$ cat src/sv/pairwise_attraction_force_core_assert.svh
// ----------------------------------------------------------------------------
// pairwise_attraction_force_core_assert: assertion macros
// Clocked on clock, disabled while reset is high.
// ----------------------------------------------------------------------------
`ifndef PAIRWISE_ATTRACTION_FORCE_CORE_ASSERT_SVH
`define PAIRWISE_ATTRACTION_FORCE_CORE_ASSERT_SVH

// same-cycle implication
`define PAFC_ASSERT_IMPL(name, ante, cons, msg) \
   name: assert property (@(posedge clock) disable iff (reset) (ante) |-> (cons)) \
      else $error(msg);

// next-cycle implication
`define PAFC_ASSERT_NEXT(name, ante, cons, msg) \
   name: assert property (@(posedge clock) disable iff (reset) (ante) |=> (cons)) \
      else $error(msg);

`endif

$ cat src/sv/pafc_pkg.sv
// ----------------------------------------------------------------------------
// pafc_pkg: shared types and constants
// Widths of the force datapath, register indexes and the transfer structs.
// ----------------------------------------------------------------------------
package pafc_pkg;

   localparam int POS_W    = 32;
   localparam int MASS_W   = 32;
   localparam int MAG_W    = 32;
   localparam int SQ_W     = 66;
   localparam int ROOT_W   = 33;
   localparam int PROD_W   = 96;
   localparam int DEN_W    = 99;
   localparam int NUM_W    = 128;
   localparam int QUO_W    = 49;
   localparam int FORCE_W  = 48;
   localparam int CMP_W    = DEN_W + QUO_W;
   localparam int TRY_W    = SQ_W + 2;
   localparam int D_CHUNK  = 22;
   localparam int P_CHUNK  = 32;
   localparam int SQ_STAGES  = ROOT_W;
   localparam int DIV_STAGES = QUO_W;

   localparam int QDEPTH = 2;
   localparam int QPTR_W = 1;
   localparam int QCNT_W = 2;

   localparam int CSR_ADDR_W = 2;
   localparam int CSR_DATA_W = 32;
   localparam logic [CSR_ADDR_W-1:0] CSR_STRENGTH = 2'd0;
   localparam logic [CSR_ADDR_W-1:0] CSR_MIN_DIST = 2'd1;
   localparam logic [CSR_ADDR_W-1:0] CSR_ENABLED  = 2'd2;

   localparam logic [POS_W-1:0]  STRENGTH_RST = 32'h0001_0000;
   localparam logic [MASS_W-1:0] MIN_DIST_RST = 32'h0001_0000;

   localparam logic [FORCE_W-1:0] FORCE_POS_LIM = {1'b0, {(FORCE_W-1){1'b1}}};
   localparam logic [FORCE_W-1:0] FORCE_NEG_LIM = {1'b1, {(FORCE_W-1){1'b0}}};

   typedef struct packed {
      logic [POS_W-1:0]  strength;
      logic [MASS_W-1:0] min_distance;
      logic              enabled;
   } cfg_type;

   typedef struct packed {
      logic [2:0][POS_W-1:0] a_pos;
      logic [2:0][POS_W-1:0] b_pos;
      logic [MASS_W-1:0]     a_mass;
      logic [MASS_W-1:0]     b_mass;
      logic                  a_free;
      logic                  b_free;
      logic                  b_present;
   } req_type;

   typedef struct packed {
      logic [2:0][MAG_W-1:0] mag;
      logic [2:0]            neg;
      logic [POS_W-1:0]      str_mag;
      logic [MASS_W-1:0]     a_mass;
      logic [MASS_W-1:0]     b_mass;
      logic                  a_free;
      logic                  b_free;
      logic                  kill;
   } work_type;

   typedef struct packed {
      logic [2:0][FORCE_W-1:0] a_force;
      logic [2:0][FORCE_W-1:0] b_force;
      logic                    a_apply;
      logic                    b_apply;
      logic                    saturated;
   } rsp_type;

endpackage

$ cat src/sv/pafc_queue.sv
// ----------------------------------------------------------------------------
// pafc_queue: two-entry queue between intake and force pipeline
// Registered ready on the intake side; head is read directly.
// ----------------------------------------------------------------------------
module pafc_queue (
   input  logic               clock,
   input  logic               reset,
   input  logic               in_valid,
   output logic               in_ready,
   input  pafc_pkg::work_type in_item,
   output logic               out_valid,
   input  logic               out_ready,
   output pafc_pkg::work_type out_item
);
   import pafc_pkg::*;

   logic [QCNT_W-1:0] cnt_ff;
   logic [QPTR_W-1:0] wr_ptr_ff;
   logic [QPTR_W-1:0] rd_ptr_ff;
   work_type          mem_ff [QDEPTH];
   logic              push;
   logic              pop;

   assign in_ready  = cnt_ff != QCNT_W'(QDEPTH);
   assign out_valid = cnt_ff != '0;
   assign out_item  = mem_ff[rd_ptr_ff];
   assign push      = in_valid && in_ready;
   assign pop       = out_valid && out_ready;

   always_ff @(posedge clock) begin
      if (reset) begin
         cnt_ff    <= '0;
         wr_ptr_ff <= '0;
         rd_ptr_ff <= '0;
      end else begin
         cnt_ff <= cnt_ff + QCNT_W'(push) - QCNT_W'(pop);
         if (push) begin
            wr_ptr_ff <= wr_ptr_ff + 1'b1;
         end
         if (pop) begin
            rd_ptr_ff <= rd_ptr_ff + 1'b1;
         end
      end
   end

   always_ff @(posedge clock) begin
      if (push) begin
         mem_ff[wr_ptr_ff] <= in_item;
      end
   end

endmodule

$ cat config.mk
export PLATFORM = sky130hd
export DESIGN_NAME = pafc_queue
export DESIGN_NICKNAME = d
export VERILOG_FILES = /design/src/sv/pairwise_attraction_force_core_assert.svh /design/src/sv/pafc_pkg.sv /design/src/sv/pafc_queue.sv
export SDC_FILE = /design/constraint.sdc
export NUM_CORES = 1
export LEC_CHECK = 0
export BUFFER_PORTS_ARGS = -buffer_cell sky130_fd_sc_hd__buf_2
export CORE_MARGIN = 1
export CORE_UTILIZATION = 29
export DETAILED_ROUTE_END_ITERATION = 8
export GPL_TIMING_DRIVEN = 0
export SLEW_MARGIN = 20
export SYNTH_ARGS = -nofsm -noshare
export SYNTH_HDL_FRONTEND = slang
export SYNTH_SLANG_ARGS = --single-unit
$ cat constraint.sdc
create_clock -name clock -period 7 [get_ports clock]
set_input_delay 1.4 -clock clock [delete_from_list [all_inputs] [get_ports clock]]
set_output_delay 1.4 -clock clock [all_outputs]
set_load 0.005 [all_outputs]
==> results.tsv <==
metric	value	unit
max_cap viols	0	
Arr. time, crit path	1970	ps
Design Power	6.47	mW
drc violations	0	
Final ANT Viol Nets	0	
max-slew violations	0	
Synth Net Count	848	
reg2reg setup slack	4800	ps
crit-path max cell delay	320	ps
status	completed	
Fillers	4702	
XOR/XNOR Fraction of Synth Area	0.000585	
most used cell, CP	buf_6	
post-CTS setup buffer count	0	
Site Rows	82	
Initial Util	0.296	
slew margin rel.	0.607	
initial DRC count	313	
Max IR drop VDD	0.212	mV
Die Y	229	µm
count of input and output buffers	401	
Tot GR Track Use	0.117	
wire per inst	17.4	µm
first-pass GRT wire length	47000	µm
RSZ-0062 raised after global routing	no	
adder-cell share of the synthesized area	0.000836	
Synth Area in Compound Gates	0.00343	
cells after synthesis	645	
clk_skew	17.5	ps
area leader, netlist	edfxtp_1	
Hold Path End	rd_ptr_ff$_SDFFE_PP0P_	
commonest cells after routing, fill and taps aside	buf_2, edfxtp_1, mux2_4	
overflow left after global routing	0	
cell breakdown of the critical path	buf_6 > buf_6 > buf_6 > mux2_4 > buf_2	
die area	52500	µm²
Hold Path Stages	2	
CP Max Fanout	10	
hold_buf cts	0	
post-synth top area share	0.795	
Bufs on Longest Clock Path	3	
Leak	7.31	nW
Fin Setup TNS	0	ps
Non-Filler Cell Area, Final	19300	µm²
crit end category	output pin	
critical path type	reg2out	
initial antenna violation count	5	
pre-CTS worst setup slack	3890	ps
clock period minus worst slack	3370	ps
Pre-antenna DRT Iters	4	
post-CTS sizing	0	
Hold Crit Start	rd_ptr_ff$_SDFFE_PP0P_	
Die W	229	µm
most common cell after layout, fill and taps aside	buf_2	
Via density	4.15	
CTS root buffer	clkbuf_16	
Final period util	0.481	
largest family of logic cells by synthesized area	multiplexers	
area grow syn2layout	29.2	%
Total Routed Length	31400	µm
largest net degree at the start of global routing	90	
H-Tree Depth	2	
final setup fails	0	
post-synthesis simple-gate area fraction	0.00460	
final hold violations	0	
Mapped Avg Cell Area	23.2	µm²
routability congestion estimate	0.742	
mux share of post-synthesis cell area	0.175	
clk slew on worst S/H paths	60	ps
dpl hpwl	21400	µm
class of the worst hold path	reg2reg	
startpoint types	flop	
worst r2r src	cnt_ff[0]$_SDFF_PP0_	
clk_lat worst skew	550	ps
DP Area	18000	µm²
CORE AREA	50500	µm²
Seq/Total Area, Yosys	0.802	
Least-Margin Pin Slew	589	ps
post-synthesis instance area	15000	µm²
R2R Path End	mem_ff[1][158]$_DFFE_PP_	
synth warn	0	
Worst path slowest cell	dfxtp_1	
Power Density	335	nW/µm²
CTS buffer count	43	
Ports	402	
synthesis-stage register bit count	401	
layout cell share with drive strength beyond 1	0.618	
Crit path required time	5600	ps
Layout Nets	1300	
Yosys cell types	21	
Max Clk Rate	0.297	GHz
TritonCTS clock tree	done	
Reg2Reg Depth	4	
Vias	7490	
vias in the first global route	8083	
total clock sinks	401	
PnR worst setup slack	3630	ps
Area contributors post-synth	edfxtp_1, mux2_4, mux2_2	
-- final cells by class --
class,instances,area [µm²],area share
Antenna cell,6,15.0,0.000777
Buffer,22,204,0.0106
Clock buffer,53,1160,0.0598
Clock inverter,20,179,0.00926
Inverter,1,11.3,0.000583
Multi-Input combinational cell,221,2770,0.143
Sequential cell,401,12000,0.620
Tap cell,672,841,0.0435
Timing Repair Buffer,407,2160,0.112
-- cells by family after synthesis --
family,Yosys count
adder cells (fa/ha/maj),1
buffers and inverters,23
multiplexers,199
AND/OR/NAND/NOR,13
XOR/XNOR,1
flip-flops,401
AO/OA/AOI/OAI,7
-- report_power, final --
group,switching (mW),internal [mW]
registers,0.0542,2.92
clock network,0.890,1.28
logic,0.623,0.711
-- per-stage QoR --
step / util / instances / hold slack [ps]
after floorplan: - / 645 / 472
final: 0.383 / 1803 / 503
after global placement: 0.353 / 1718 / 491
after CTS: 0.383 / 1797 / 509
after detailed placement: 0.356 / 1724 / 491
after global routing: 0.383 / 1799 / 537
-- flip-flops by register name, indices dropped and copies added (netlist names), named ones only --
signal	flops
wr_ptr_ff	1
cnt_ff	2
mem_ff	396
rd_ptr_ff	1
-- worst max-delay path: cells and delay by family, from the launching register on --
kind,cells,cell delay [ps]
buf+inv,4,760
flops,1,320
mux,1,320
-- routing by layer --
metal,up-vias,share of wire,global-route usage,wire length [µm]
met2,277,0.50,0.199,15600
li1,3486,-,-,-
met1,3676,0.38,0.129,12100
met3,47,0.098,0.0497,3070
met4,4,0.021,0.0433,646
met5,-,0.00067,0,21
-- cells in the mapped netlist --
cell type and number:
or2_2 1, a21oi_1 1, mux2_2 98, o21ai_0 2, dfxtp_1 5, nor2b_1 3, edfxtp_1 396, inv_1 1
buf_2 7, and3_1 1, a211oi_1 1, nand2b_1 1, a21bo_2 2, ha_1 1, nor2_1 5, xor2_1 1
nand3_1 1, a32oi_1 1, mux2_4 101, buf_6 15, nand3b_1 1
-- worst max path at each step --
stage | from | endpoint | slack [ps]
after global placement | in_valid | mem_ff[1][128]$_DFFE_PP_ | -2660
after floorplan | in_valid | mem_ff[1][0]$_DFFE_PP_ | 440
final | flop | out_item[103] | 3630
after CTS | flop | out_item[103] | 3520
after detailed placement | in_valid | mem_ff[1][158]$_DFFE_PP_ | 3890
after global routing | flop | out_item[136] | 3510
Note: power is estimated with default switching activity, not from simulation.
