<file path="config.mk">
export PLATFORM = sky130hd
export DESIGN_NAME = pafc_front
export DESIGN_NICKNAME = d
export VERILOG_FILES = /design/src/sv/pairwise_attraction_force_core_assert.svh /design/src/sv/pafc_pkg.sv /design/src/sv/pafc_front.sv
export SDC_FILE = /design/constraint.sdc
export NUM_CORES = 1
export LEC_CHECK = 0
export BUFFER_PORTS_ARGS = -buffer_cell sky130_fd_sc_hd__buf_4
export CAP_MARGIN = 20
export CELL_PAD_IN_SITES_DETAIL_PLACEMENT = 1
export CELL_PAD_IN_SITES_GLOBAL_PLACEMENT = 1
export CORE_AREA = 2 2 205 207
export CTS_CLUSTER_SIZE = 28
export DETAILED_ROUTE_END_ITERATION = 10
export DIE_AREA = 0 0 207 209
export PLACE_DENSITY = 0.91
export SYNTH_ARGS = -nofsm -noshare
export SYNTH_HDL_FRONTEND = slang
export SYNTH_SLANG_ARGS = --single-unit
</file>
<file path="constraint.sdc">
create_clock -name clock -period 9.25 [get_ports clock]
set_input_delay 1.3875 -clock clock [delete_from_list [all_inputs] [get_ports clock]]
set_output_delay 1.3875 -clock clock [all_outputs]
set_load 0.01 [all_outputs]
</file>
<file path="src/sv/pairwise_attraction_force_core_assert.svh">
// ----------------------------------------------------------------------------
// pairwise_attraction_force_core_assert: assertion macros
// Clocked on clock, disabled while reset is high.
// ----------------------------------------------------------------------------
`ifndef PAIRWISE_ATTRACTION_FORCE_CORE_ASSERT_SVH
`define PAIRWISE_ATTRACTION_FORCE_CORE_ASSERT_SVH

// same-cycle implication
`define PAFC_ASSERT_IMPL(name, ante, cons, msg) \
   name: assert property (@(posedge clock) disable iff (reset) (ante) |-> (cons)) \
      else $error(msg);

// next-cycle implication
`define PAFC_ASSERT_NEXT(name, ante, cons, msg) \
   name: assert property (@(posedge clock) disable iff (reset) (ante) |=> (cons)) \
      else $error(msg);

`endif

</file>
<file path="src/sv/pafc_pkg.sv">
// ----------------------------------------------------------------------------
// pafc_pkg: shared types and constants
// Widths of the force datapath, register indexes and the transfer structs.
// ----------------------------------------------------------------------------
package pafc_pkg;

   localparam int POS_W    = 32;
   localparam int MASS_W   = 32;
   localparam int MAG_W    = 32;
   localparam int SQ_W     = 66;
   localparam int ROOT_W   = 33;
   localparam int PROD_W   = 96;
   localparam int DEN_W    = 99;
   localparam int NUM_W    = 128;
   localparam int QUO_W    = 49;
   localparam int FORCE_W  = 48;
   localparam int CMP_W    = DEN_W + QUO_W;
   localparam int TRY_W    = SQ_W + 2;
   localparam int D_CHUNK  = 22;
   localparam int P_CHUNK  = 32;
   localparam int SQ_STAGES  = ROOT_W;
   localparam int DIV_STAGES = QUO_W;

   localparam int QDEPTH = 2;
   localparam int QPTR_W = 1;
   localparam int QCNT_W = 2;

   localparam int CSR_ADDR_W = 2;
   localparam int CSR_DATA_W = 32;
   localparam logic [CSR_ADDR_W-1:0] CSR_STRENGTH = 2'd0;
   localparam logic [CSR_ADDR_W-1:0] CSR_MIN_DIST = 2'd1;
   localparam logic [CSR_ADDR_W-1:0] CSR_ENABLED  = 2'd2;

   localparam logic [POS_W-1:0]  STRENGTH_RST = 32'h0001_0000;
   localparam logic [MASS_W-1:0] MIN_DIST_RST = 32'h0001_0000;

   localparam logic [FORCE_W-1:0] FORCE_POS_LIM = {1'b0, {(FORCE_W-1){1'b1}}};
   localparam logic [FORCE_W-1:0] FORCE_NEG_LIM = {1'b1, {(FORCE_W-1){1'b0}}};

   typedef struct packed {
      logic [POS_W-1:0]  strength;
      logic [MASS_W-1:0] min_distance;
      logic              enabled;
   } cfg_type;

   typedef struct packed {
      logic [2:0][POS_W-1:0] a_pos;
      logic [2:0][POS_W-1:0] b_pos;
      logic [MASS_W-1:0]     a_mass;
      logic [MASS_W-1:0]     b_mass;
      logic                  a_free;
      logic                  b_free;
      logic                  b_present;
   } req_type;

   typedef struct packed {
      logic [2:0][MAG_W-1:0] mag;
      logic [2:0]            neg;
      logic [POS_W-1:0]      str_mag;
      logic [MASS_W-1:0]     a_mass;
      logic [MASS_W-1:0]     b_mass;
      logic                  a_free;
      logic                  b_free;
      logic                  kill;
   } work_type;

   typedef struct packed {
      logic [2:0][FORCE_W-1:0] a_force;
      logic [2:0][FORCE_W-1:0] b_force;
      logic                    a_apply;
      logic                    b_apply;
      logic                    saturated;
   } rsp_type;

endpackage

</file>
<file path="src/sv/pafc_front.sv">
// ----------------------------------------------------------------------------
// pafc_front: request intake
// Takes a particle pair, forms per-axis distance magnitude and force sign,
// and flags pairs that produce no force.
// ----------------------------------------------------------------------------
module pafc_front (
   input  logic               clock,
   input  logic               reset,
   input  pafc_pkg::cfg_type  cfg,
   input  logic               req_valid,
   output logic               req_ready,
   input  pafc_pkg::req_type  req,
   output logic               out_valid,
   input  logic               out_ready,
   output pafc_pkg::work_type out_item
);
   import pafc_pkg::*;

   logic                  f_valid_ff;
   logic                  f_valid_in;
   work_type              item_ff;
   work_type              item_in;
   logic [2:0][POS_W:0]   diff;
   logic [2:0][POS_W:0]   diff_neg;
   logic [POS_W-1:0]      str_neg;

   assign req_ready = !f_valid_ff || out_ready;
   assign out_valid = f_valid_ff;
   assign out_item  = item_ff;

   always_comb begin
      str_neg = -cfg.strength;
      item_in.str_mag = cfg.strength[POS_W-1] ? str_neg : cfg.strength;
      item_in.a_mass  = req.a_mass;
      item_in.b_mass  = req.b_mass;
      item_in.a_free  = req.a_free;
      item_in.b_free  = req.b_free;
      item_in.kill    = !cfg.enabled || !req.b_present || !(req.a_free || req.b_free);
      for (int i = 0; i < 3; i++) begin
         diff[i] = {req.a_pos[i][POS_W-1], req.a_pos[i]} - {req.b_pos[i][POS_W-1], req.b_pos[i]};
         diff_neg[i] = -diff[i];
         item_in.mag[i] = diff[i][POS_W] ? diff_neg[i][MAG_W-1:0] : diff[i][MAG_W-1:0];
         item_in.neg[i] = cfg.strength[POS_W-1] ^ diff[i][POS_W];
      end
      f_valid_in = (req_valid && req_ready) || (f_valid_ff && !out_ready);
   end

   always_ff @(posedge clock) begin
      if (reset) begin
         f_valid_ff <= 1'b0;
      end else begin
         f_valid_ff <= f_valid_in;
      end
   end

   always_ff @(posedge clock) begin
      if (req_valid && req_ready) begin
         item_ff <= item_in;
      end
   end

endmodule

</file>
==> metrics.md, run 1 <==
| Metric | Value |
|---|---|
| GRT Overall Usage | `25.0%` |
| Switching power | `1.11 mW` |
| Cell Area, Synth | `14800 um2` |
| #FFs+latches synth | `199` |
| Post-cts sizing count | `0` |
| Synth area leaders | `edfxtp_1 40%, ha_1 8.4%, xnor2_1 7.9%` |
| First-pass GRT wire length | `84300 um` |
| Most common flop cell mapped by yosys | `edfxtp_1` |
| Die height | `209 um` |
| TritonCTS Buffers | `17` |
| First DRT Iteration DRCs | `695` |
| Sequential share of the synthesized area | `40.2%` |
| Post-synthesis adder-cell area fraction | `8.84%` |
| Multiplexer share of the synthesized area | `0.211%` |
| Post-Syn Area per Cell | `9.58 um2` |
| Vias in the first global route | `14700` |
| Worst path arrival time | `5.39 ns` |
| Die area | `43300 um2` |
| Clock power frac | `23.4%` |
| Fmax | `195 MHz` |
| Fin Setup TNS | `0 ns` |
| Worst min path class | `reg -> reg` |
| Fraction of registers with async set/reset | `0%` |
| Pwr dens | `160 nW/um2` |
| Max Slew Vio Count | `0` |
| RD Place Congestion | `0.911` |
| Logic pwr share | `38.2%` |
| Ys Warns | `0` |
| Post-Syn Nets | `1979` |
| Max Buffers Root-to-Sink | `2` |
| Sequential share of power | `38.4%` |
| Antenna Nets Post-Route | `0` |
| RSZ-0062 raised after global routing | `no` |
| Worst r2r src | `out_valid$_SDFF_PP0_` |
| Max Cap Violations | `0` |
| Post-synth EDFFs | `198` |
| Final cell count without fillers | `2573` |
| Core region area | `41300 um2` |
| Worst Skew | `0.00677 ns` |
| Synth Area in Compound Gates | `19.7%` |
| Worst-path clk slew | `0.08 ns` |
| Worst-margin pin slew | `1.04 ns` |
| Synth cell types | `85` |
| Crit start category | `input pin` |
| Drt drc | `0` |
| Pint | `2.03 mW` |
| Grt ovf | `0` |
| Die Wd | `207 um` |
| Final Critical Period | `5.14 ns` |
| DRT Pass-1 Iters | `5` |
| Leading area contributor after synthesis | `edfxtp_1` |
| Final core utilization | `47.5%` |
| Vias/cell | `5.53` |
| Row count | `75` |
| DP HPWL | `45600 um` |
| Critical Path Sink | `out_item[133]$_DFFE_PP_` |
| Via Count | `14200` |
| Static Leakage | `8.30 nW` |
| Root Buffer | `clkbuf_16` |
| Total Power | `3.15 mW` |
| Critical Path Source | `req[163]` |
| I/O Pins | `528` |
| CTS Sinks | `199` |
| Type of the worst setup path | `in -> reg` |
| Reg-to-reg slack, setup | `6.60 ns` |
| Setup Fix Bufs, Post-CTS | `0` |
| CTS Hold Bufs | `0` |
| Initial antenna violation count | `6` |
| Switching share of power | `35.4%` |
| Worst slew margin | `30.4%` |
| R2R depth | `4` |
| Fin crit share | `55.6%` |
| I/O Buffers | `495` |
| Synth Area in XOR/XNOR | `11.4%` |
| Critical Path RT | `9.50 ns` |
| WL final | `55500 um` |
| Htree depth | `4` |
| Outcome | `completed` |
| CP endpoint kind | `flip-flop` |
| CTS tree | `built` |
| Worst-Skew Late Latency | `0.50 ns` |
| Initial core utilization | `35.9%` |
| R2R Path End | `out_item[49]$_DFFE_PP_` |
| Largest family of logic cells by synthesized area | `compound AO/OA/AOI/OAI gates` |
| NumNets Final | `2447` |
| CP max FO | `5` |
| Share of layout cells above drive strength 1 | `28.0%` |
| Post-synthesis simple-gate area fraction | `14.9%` |
| Dpl cells | `2536` |
| Peak supply drop | `0.146 mV` |
| Largest net degree at the start of global routing | `77` |
| Wire per inst | `21.6 um` |
| Mapped Cells | `1548` |
| Area Overhead vs Synth | `32.3%` |
| Yosys top cell area share | `40.1%` |
| Final Hold Vio Count | `0` |
| Setup violators final | `0` |
placed cells by master, fill, tap and decap left out, types with 7 or more instances in the layout:
cell type    n
and3_1      16
a21o_1      28
a21boi_0    10
and2_1      13
a31oi_1     33
edfxtp_1   198
or3_1       12
nand4_1     22
o21bai_1    10
o211ai_1    19
nor4_1       8
or4_1       12
clkbuf_16   17
a211oi_1    15
xor2_1      55
buf_4      502
inv_1      128
nor3_1      34
ha_1       100
nand3_1     29
nand2_1    123
or2_2        7
o21ai_0     91
nor2_1      83
nor2b_1     14
o21a_1      14
a21oi_1    116
o31ai_1     25
xnor2_1    133
nand2b_1    14
cells by family after synthesis:
group,after synthesis
AOI/OAI and AO/OA,444
xor gates and xnor gates,190
adders and majority gates,103
buffers and inverters,181
DFF,199
muxes,3
and+or+nand+nor,428
layout make-up:
cell class	count	area (um2)
clock inverter	15	118
antenna	5	12.5
clock buffer	17	425
timing repair buffer	502	3770
tap	539	674
sequential	199	5970
multi-input combinational	1168	8180
inverter	128	480
fill	4780	21700
how the worst min path moves through the flow:
stage,to,from,slack (ns),cells after the start
4_1_cts,out_valid$_SDFF_PP0_,out_valid$_SDFF_PP0_,0.60,2
3_3_place_gp,out_valid$_SDFF_PP0_,out_valid$_SDFF_PP0_,0.53,2
5_1_grt,out_valid$_SDFF_PP0_,out_valid$_SDFF_PP0_,0.62,2
3_5_place_dp,out_valid$_SDFF_PP0_,out_valid$_SDFF_PP0_,0.58,2
6_report,out_valid$_SDFF_PP0_,out_valid$_SDFF_PP0_,0.61,2
2_1_floorplan,out_valid$_SDFF_PP0_,out_valid$_SDFF_PP0_,0.59,2
power by group through the flow:
stage          Sequential [mW]  Combinational, mW  Clock (mW)
6_report                  1.21               1.20       0.737
5_1_grt                   1.22               1.30       0.782
4_1_cts                   1.21               1.20       0.760
3_5_place_dp              1.23               1.19           0
3_3_place_gp              1.22               1.14           0
2_1_floorplan             1.28              0.631           0
critical path, stage by stage:
cell and delay (ns):
buf_4 0.11, inv_1 0.04, ha_1 0.16, inv_1 0.06, fa_1 0.44, a211oi_1 0.44, o211ai_1 0.26, a211oi_1 0.48
nor2_1 0.13, xor2_1 0.22, a211o_1 0.31, or4_1 0.57, and3b_1 0.37, a41oi_1 0.22, xnor2_1 0.18
layer usage:
| metal | GRT usage, % | up-vias | wire (um) |
|---|---|---|---|
| li1 | - | 6656 | - |
| met1 | 28.8 | 6955 | 21900 |
| met2 | 44.8 | 509 | 28400 |
| met3 | 5.52 | 98 | 3430 |
| met4 | 10.3 | 6 | 1750 |
| met5 | 0 | - | 43 |
state kept, by name (all words and copies together) (netlist names):
name and cells:
out_valid 1, out_item 198
Yosys cell counts, types with 12 or more instances:
cell      number
o21a_1        14
and3_1        16
a211oi_1      15
clkbuf_1      44
xnor2_1      133
or3_1         12
nand3_1       29
ha_1         100
edfxtp_1     198
nand2b_1      14
o21ai_0       91
nor3_1        34
o31ai_1       25
or4_1         12
o211ai_1      19
a21oi_1      116
xor2_1        55
nand2_1      123
a31oi_1       34
nor2b_1       14
nand4_1       22
inv_1        128
a21o_1        28
and2_1        14
nor2_1        83
stage by stage:
stage	setup WS (ns)	hold WS (ns)	cell area (um2)
finish	4.11	0.608	19600
CTS	4.23	0.597	19600
global route	3.93	0.624	19600
global placement	3.82	0.526	19100
floorplan	2.55	0.593	14800
detailed placement	3.71	0.583	19100
Note: power is estimated with default switching activity, not from simulation.
==> run 2, diff against run 1 <==
CORE_AREA = 2 2 207 209   (was 2 2 205 207)
DIE_AREA = 0 0 209 211   (was 0 0 207 209)
PLACE_DENSITY = 0.89   (was 0.91)
clock period = 5.2 ns   (was 9.25 ns; I/O delays follow)
==> run 2 against run 1 <==
  * Routed wire length decreased by 2.2%
  * Clock skew is 0.0048 ns higher
  * Sequential share of layout area shrank 0.066 points
  * Critical endpoint is now out_item[126]$_DFFE_PP_
  * Critical path depth did not move
  * Flip-flop and latch count did not move
  * Cell count decreased by 0.16%
  * Count of clock-buffer cells in the layout unchanged
  * Utilization fell by 0.43 points
  * Global-route usage is 0.87 points lower
  * Register-to-register slack worse by 3.6 ns
==> metrics.md, run 2 (synthesized netlist as in run 1, its figures left out) <==
| Metric | Value |
|---|---|
| Outcome | `completed` |
| Most common library cell in the layout ignoring fill and taps | `buf_4` |
| WL final | `54200 um (-2.2%)` |
| Static Leakage | `8.31 nW (+0.20%)` |
| Min Hold Slack | `0.431 ns (-0.177 ns)` |
| Worst slew margin | `40.3% (+9.9 points)` |
| Worst-Skew Late Latency | `0.50 ns (about the same)` |
| Worst-margin pin slew | `0.895 ns (-0.148 ns)` |
| Vias in the first global route | `14800 (+0.54%)` |
| Drt drc | `0 (unchanged)` |
| Critical Path Sink | `out_item[126]$_DFFE_PP_` |
| I/O Pins | `528 (unchanged)` |
| Largest net degree at the start of global routing | `102 (+32%)` |
| DP HPWL | `44400 um (-2.7%)` |
| Fin Setup TNS | `0 ns (unchanged)` |
| Most frequent cells in the layout | `502 x buf_4, 198 x edfxtp_1, 133 x xnor2_1, 128 x inv_1, 123 x nand2_1` |
| Crit start category | `input pin` |
| Setup Fix Bufs, Post-CTS | `0 (unchanged)` |
| Initial core utilization | `35.5% (-0.40 points)` |
| Grt ovf | `0 (unchanged)` |
| Register area | `5970 um2 (unchanged)` |
| First DRT Iteration DRCs | `684 (-1.6%)` |
| Worst min path class | `in -> reg` |
| I/O Buffers | `495 (unchanged)` |
| Fin crit share | `84.3%` |
| CTS Sinks | `199 (unchanged)` |
| Fmax | `228 MHz` |
| Row count | `75 (unchanged)` |
| RD Place Congestion | `0.912 (+0.11%)` |
| Die area | `44100 um2 (+1.9%)` |
| Die height | `211 um (+0.96%)` |
| Final Critical Period | `4.38 ns` |
| Core region area | `41800 um2 (+1.1%)` |
| Final cell count without fillers | `2569 (-0.16%)` |
| Worst-path clk slew | `0.08 ns (about the same)` |
| DRT Pass-1 Iters | `5 (unchanged)` |
| CTS Hold Bufs | `0 (unchanged)` |
| Wire per inst | `21.1 um (-2.1%)` |
| Worst path arrival time | `4.62 ns (-0.77 ns)` |
| Worst r2r src | `out_valid$_SDFF_PP0_` |
| Via Count | `14100 (-1.1%)` |
| Die Wd | `209 um (+0.97%)` |
| Critical Path RT | `5.43 ns (-4.07 ns)` |
| Antenna Nets Post-Route | `0 (unchanged)` |
| Post-cts sizing count | `0 (unchanged)` |
| RSZ-0062 raised after global routing | `no` |
| Max Cap Violations | `0 (unchanged)` |
| TritonCTS Buffers | `17 (unchanged)` |
| Htree depth | `4 (unchanged)` |
| Pwr dens | `288 nW/um2 (+80%)` |
| CP endpoint kind | `flip-flop` |
| First-pass GRT wire length | `82700 um (-1.8%)` |
| Max Buffers Root-to-Sink | `2 (unchanged)` |
| Final core utilization | `47.1% (-0.43 points)` |
| Worst Skew | `0.0116 ns (+0.00481 ns)` |
| CTS tree | `built` |
| Area of the multi-input gates | `8180 um2 (unchanged)` |
| Max reg flops | `198 (unchanged)` |
| Share of layout cells above drive strength 1 | `28.0% (-0.049 points)` |
| Setup violators final | `0 (unchanged)` |
| FILL cells | `4796 (+0.33%)` |
| Type of the worst setup path | `in -> reg` |
| GRT Overall Usage | `24.1% (-0.87 points)` |
| Peak supply drop | `0.252 mV (+72%)` |
| NumNets Final | `2448 (+0.041%)` |
| Initial antenna violation count | `4 (-2)` |
| Total Power | `5.66 mW (+80%)` |
| Dpl cells | `2537 (+0.039%)` |
| CP max FO | `4 (-1)` |
| Critical Path Source | `req[163]` |
| Max Slew Vio Count | `0 (unchanged)` |
| Root Buffer | `clkbuf_16` |
| R2R depth | `3 (-1)` |
| Vias/cell | `5.48 (-0.94%)` |
| Reg-to-reg slack, setup | `3.01 ns (-3.59 ns)` |
| Area Overhead vs Synth | `32.6%` |
| Final Hold Vio Count | `0 (unchanged)` |
| R2R Path End | `out_item[39]$_DFFE_PP_` |
run 2: cell count changes in the layout (fill, tap and decap cells not counted):
cell / change
bufinv_16: +2
clkinvlp_4: +1
clkinv_4: +2
diode_2: -4
inv_8: -1
buf_12: +1
clkinv_2: -2
inv_6: -4
clkinv_1: +1
run 2: worst min path at each step:
stage	end	from	slack [ns]	cells past startpoint
6_report	out_valid$_SDFF_PP0_	reset	0.43	2
5_1_grt	out_valid$_SDFF_PP0_	reset	0.41	2
4_1_cts	out_valid$_SDFF_PP0_	reset	0.40	2
3_5_place_dp	out_valid$_SDFF_PP0_	out_valid$_SDFF_PP0_	0.57	2
3_3_place_gp	out_valid$_SDFF_PP0_	out_valid$_SDFF_PP0_	0.55	2
2_1_floorplan	out_valid$_SDFF_PP0_	out_valid$_SDFF_PP0_	0.59	2
run 2: layer usage:
layer	track usage (%)	vias to the layer above	share of wire [%]
met3	6.11	82	5.9
met4	9.11	4	2.8
met5	0	-	0.052
met1	27.0	6877	40
li1	-	6651	-
met2	44.0	455	52
run 2: critical path, cell delays in order:
cell,delay [ns]
buf_4,0.11
inv_1,0.05
ha_1,0.18
inv_1,0.08
fa_1,0.44
a211oi_1,0.40
o211ai_1,0.25
a211oi_1,0.41
nor2_1,0.13
xor2_1,0.21
a211o_1,0.31
or4_1,0.58
nor3b_2,0.36
a21oi_1,0.16
xor2_1,0.17
run 2: layout make-up:
type	count	area share, %
Multi-Input combinational cell	1168	41.6
Sequential cell	199	30.3
Timing Repair Buffer	503	19.3
Tap cell	539	3.43
Inverter	128	2.44
Clock buffer	17	2.16
Clock inverter	14	0.764
Antenna cell	1	0.0127
run 2: per-stage QoR:
stage / worst slack (ns) / cell area, um2
3_3_place_gp: 0.474 / 19100
4_1_cts: 0.895 / 19700
3_5_place_dp: 0.403 / 19100
5_1_grt: 0.356 / 19700
6_report: 0.815 / 19700
2_1_floorplan: 1.08 / 14800
run 2: power by group:
part           switching, mW  leakage (nW)  internal [mW]  total (mW)
clock                  0.693         0.273          0.709        1.40
sequential            0.0782          1.92           2.07        2.14
combinational           1.19          6.12          0.926        2.12
total                   1.96          8.31           3.70        5.66
==> run 3, diff against run 2 <==
ABC_AREA = 1   (was unset)
CORE_AREA = unset   (was 2 2 207 209)
CORE_MARGIN = 2   (was unset)
CORE_UTILIZATION = 37   (was unset)
DIE_AREA = unset   (was 0 0 209 211)
PLACE_DENSITY = 0.95   (was 0.89)
clock period = 4.5 ns   (was 5.2 ns; I/O delays follow)
==> run 3 against run 2 <==
  * Cell count up 44%
  * Design area increased by 14%
  * Sequential power is 15% higher
  * Routed wire length up 17%
  * Largest power group is now combinational logic
  * Power increased by 22%
  * Highest routed layer unchanged
  * Synthesized cell count up 67%
  * Worst setup slack better by 0.26 ns
  * Count of clock-buffer cells in the layout is the same
==> metrics.md, run 3 <==
| Metric | Value |
|---|---|
| Post-Syn Area per Cell | `6.70 um2 (-30%)` |
| R2R depth | `2 (-1)` |
| Final Hold Vio Count | `0 (unchanged)` |
| Crit start category | `input pin` |
| WL final | `63600 um (+17%)` |
| Fmax | `292 MHz` |
| #FFs+latches synth | `199 (unchanged)` |
| Type of the worst setup path | `in -> reg` |
| CP bufs+invs | `5 (+2)` |
| NumNets Final | `3519 (+44%)` |
| Max reg flops | `198 (unchanged)` |
| Sequential share of the synthesized area | `34.5% (-5.7 points)` |
| Worst-path clk slew | `0.09 ns (about the same)` |
| Die Wd | `220 um (+5.3%)` |
| Vias/cell | `4.92 (-10%)` |
| Most common library cell in the layout ignoring fill and taps | `nand2_1` |
| Worst Skew | `0.0137 ns (+0.00214 ns)` |
| Worst-margin pin slew | `0.692 ns (-0.203 ns)` |
| First-pass GRT wire length | `96700 um (+17%)` |
| Post-cts sizing count | `0 (unchanged)` |
| Final Instance Area | `22400 um2 (+14%)` |
| Grt ovf | `0 (unchanged)` |
| DRT Pass-1 Iters | `5 (unchanged)` |
| WHS Path Cells | `2 (unchanged)` |
| Row count | `79 (+5.3%)` |
| Most frequent cells in the layout | `927 x nand2_1, 555 x inv_1, 499 x buf_4, 247 x nor2_1, 198 x edfxtp_1` |
| Die height | `220 um (+4.3%)` |
| Place WS | `0.629 ns (+0.226 ns)` |
| CTS Sinks | `199 (unchanged)` |
| Fin Setup TNS | `0 ns (unchanged)` |
| CP most frequent cell | `nand2_1` |
| Slowest CP cell | `fa_1` |
| I/O Pins | `528 (unchanged)` |
| Max Cap Violations | `0 (unchanged)` |
| Outcome | `completed` |
| Die area | `48400 um2 (+9.9%)` |
| Antenna Nets Post-Route | `0 (unchanged)` |
| Synth cell types | `44 (-48%)` |
| Largest net degree at the start of global routing | `116 (+14%)` |
| Fraction of registers with async set/reset | `0% (unchanged)` |
| Setup Fix Bufs, Post-CTS | `0 (unchanged)` |
| CP endpoint kind | `flip-flop` |
| Wire per inst | `17.2 um (-19%)` |
| Final Critical Period | `3.42 ns` |
| Setup violators final | `0 (unchanged)` |
| Leading area contributor after synthesis | `edfxtp_1` |
| Register area | `5970 um2 (unchanged)` |
| Most common flop cell mapped by yosys | `edfxtp_1` |
| DP HPWL | `54200 um (+22%)` |
| Core region area | `46400 um2 (+11%)` |
| First DRT Iteration DRCs | `851 (+24%)` |
| Initial core utilization | `37.3% (+1.8 points)` |
| Instance count on the critical path | `20 (+5)` |
| Post-synth EDFFs | `198 (unchanged)` |
| Peak supply drop | `0.285 mV (+13%)` |
| Htree depth | `4 (unchanged)` |
| CP delay by family, top | `simple AND/OR/NAND/NOR gates` |
| Dpl cells | `3676 (+45%)` |
| Vias in the first global route | `18900 (+28%)` |
| CTS tree | `built` |
| FILL cells | `6164 (+29%)` |
| Max Slew Vio Count | `0 (unchanged)` |
| CP peak stage delay | `0.45 ns (-0.13 ns)` |
| Placed inst area | `21800 um2 (+14%)` |
| Mapped Cells | `2581 (+67%)` |
| Final cell count without fillers | `3710 (+44%)` |
| Yosys top cell area share | `34.4% (-5.7 points)` |
| Commonest cells in the netlist | `927 x nand2_1, 555 x inv_1, 247 x nor2_1, 198 x edfxtp_1, 163 x nand3_1` |
| TritonCTS Buffers | `17 (unchanged)` |
| Worst-path cell chain | `buf_4 -> inv_1 -> ha_1 -> inv_1 -> fa_1 -> nand3_1 -> nand3_2 -> nand2_1 -> nand2_1 -> nand2_1 -> nand2_2 -> nand3_1 -> nand2_1 -> a21oi_1 -> nand2_1 -> nand2_2 -> buf_4 -> o21ai_1 -> xor2_1 -> inv_1` |
| CTS Hold Bufs | `0 (unchanged)` |
| Max Buffers Root-to-Sink | `2 (unchanged)` |
| Initial antenna violation count | `3 (-1)` |
| Fin crit share | `76.1%` |
| Area of the multi-input gates | `9120 um2 (+12%)` |
| Cell Area, Synth | `17300 um2 (+17%)` |
| Most numerous cell in the Yosys netlist | `nand2_1` |
| I/O Buffers | `495 (unchanged)` |
| Via Count | `18200 (+30%)` |
| Pwr dens | `309 nW/um2 (+7.2%)` |
| Critical Path RT | `4.75 ns (-0.68 ns)` |
| Static Leakage | `12.4 nW (+49%)` |
| Post-Syn Nets | `3012 (+52%)` |
| PnR worst setup slack | `1.08 ns (+0.262 ns)` |
| Min Hold Slack | `0.319 ns (-0.112 ns)` |
| GRT Overall Usage | `25.7% (+1.6 points)` |
| Root Buffer | `clkbuf_16` |
| Total Power | `6.93 mW (+22%)` |
| Share of layout cells above drive strength 1 | `19.3% (-8.6 points)` |
| Worst slew margin | `53.9% (+14 points)` |
| Worst-Skew Late Latency | `0.49 ns (about the same)` |
| Drt drc | `0 (unchanged)` |
| Area Overhead vs Synth | `29.9%` |
| CP max FO | `24 (+20)` |
| RD Place Congestion | `0.909 (-0.41%)` |
| Reg-to-reg slack, setup | `2.90 ns (-0.11 ns)` |
| Worst path arrival time | `3.67 ns (-0.95 ns)` |
| Final core utilization | `48.4% (+1.3 points)` |
| RSZ-0062 raised after global routing | `no` |
| Synth area leaders | `edfxtp_1 34%, nand2_1 20%, inv_1 12%` |
| Worst min path class | `in -> reg` |
| Ys Warns | `0 (unchanged)` |
run 3: per-layer routing:
metal  vias to the layer above  track usage, %  share of wire [%]
met5                         -               0              0.052
met2                       495            46.4                 50
met3                       135            4.32                4.6
met4                         4            12.2                4.4
li1                       8944               -                  -
met1                      8664            29.4                 41
run 3: worst reg2reg max path, cell delays in order (launching register included):
cell and delay, ns:
dfxtp_1 0.37, a21oi_4 0.22, buf_12 0.51
run 3: cells by family (layout without fill, tap and decap cells):
family	count (synthesis)	after routing	synth area share (%)
AO/OA/AOI/OAI	117	117	3.66
XOR/XNOR	118	118	6.20
adder cells (fa/ha/maj)	103	103	7.59
buffers and inverters	581	1101	12.8
flip-flops	199	199	34.5
other	0	2	0
AND/OR/NAND/NOR	1463	1463	35.3
run 3: final timing paths:
path                        endpoint                 start
max          out_item[147]$_DFFE_PP_              req[195]
min             out_valid$_SDFF_PP0_                 reset
max reg2reg  out_item[172]$_DFFE_PP_  out_valid$_SDFF_PP0_
min reg2reg     out_valid$_SDFF_PP0_  out_valid$_SDFF_PP0_
run 3: cell type report:
class,instances,area share (%)
diodes,2,0.0223
clock buffers,17,1.90
clock inverters,15,1.11
inverters,568,9.50
multi-input cells,1801,40.6
flip-flops and latches,199,26.6
well taps,607,3.38
repair buffers,501,16.9
run 3: where the power goes:
group          leakage (nW)  switching, mW  internal (mW)
clock                 0.323          0.868          0.876
combinational          10.1           1.69           1.04
sequential             1.92         0.0888           2.37
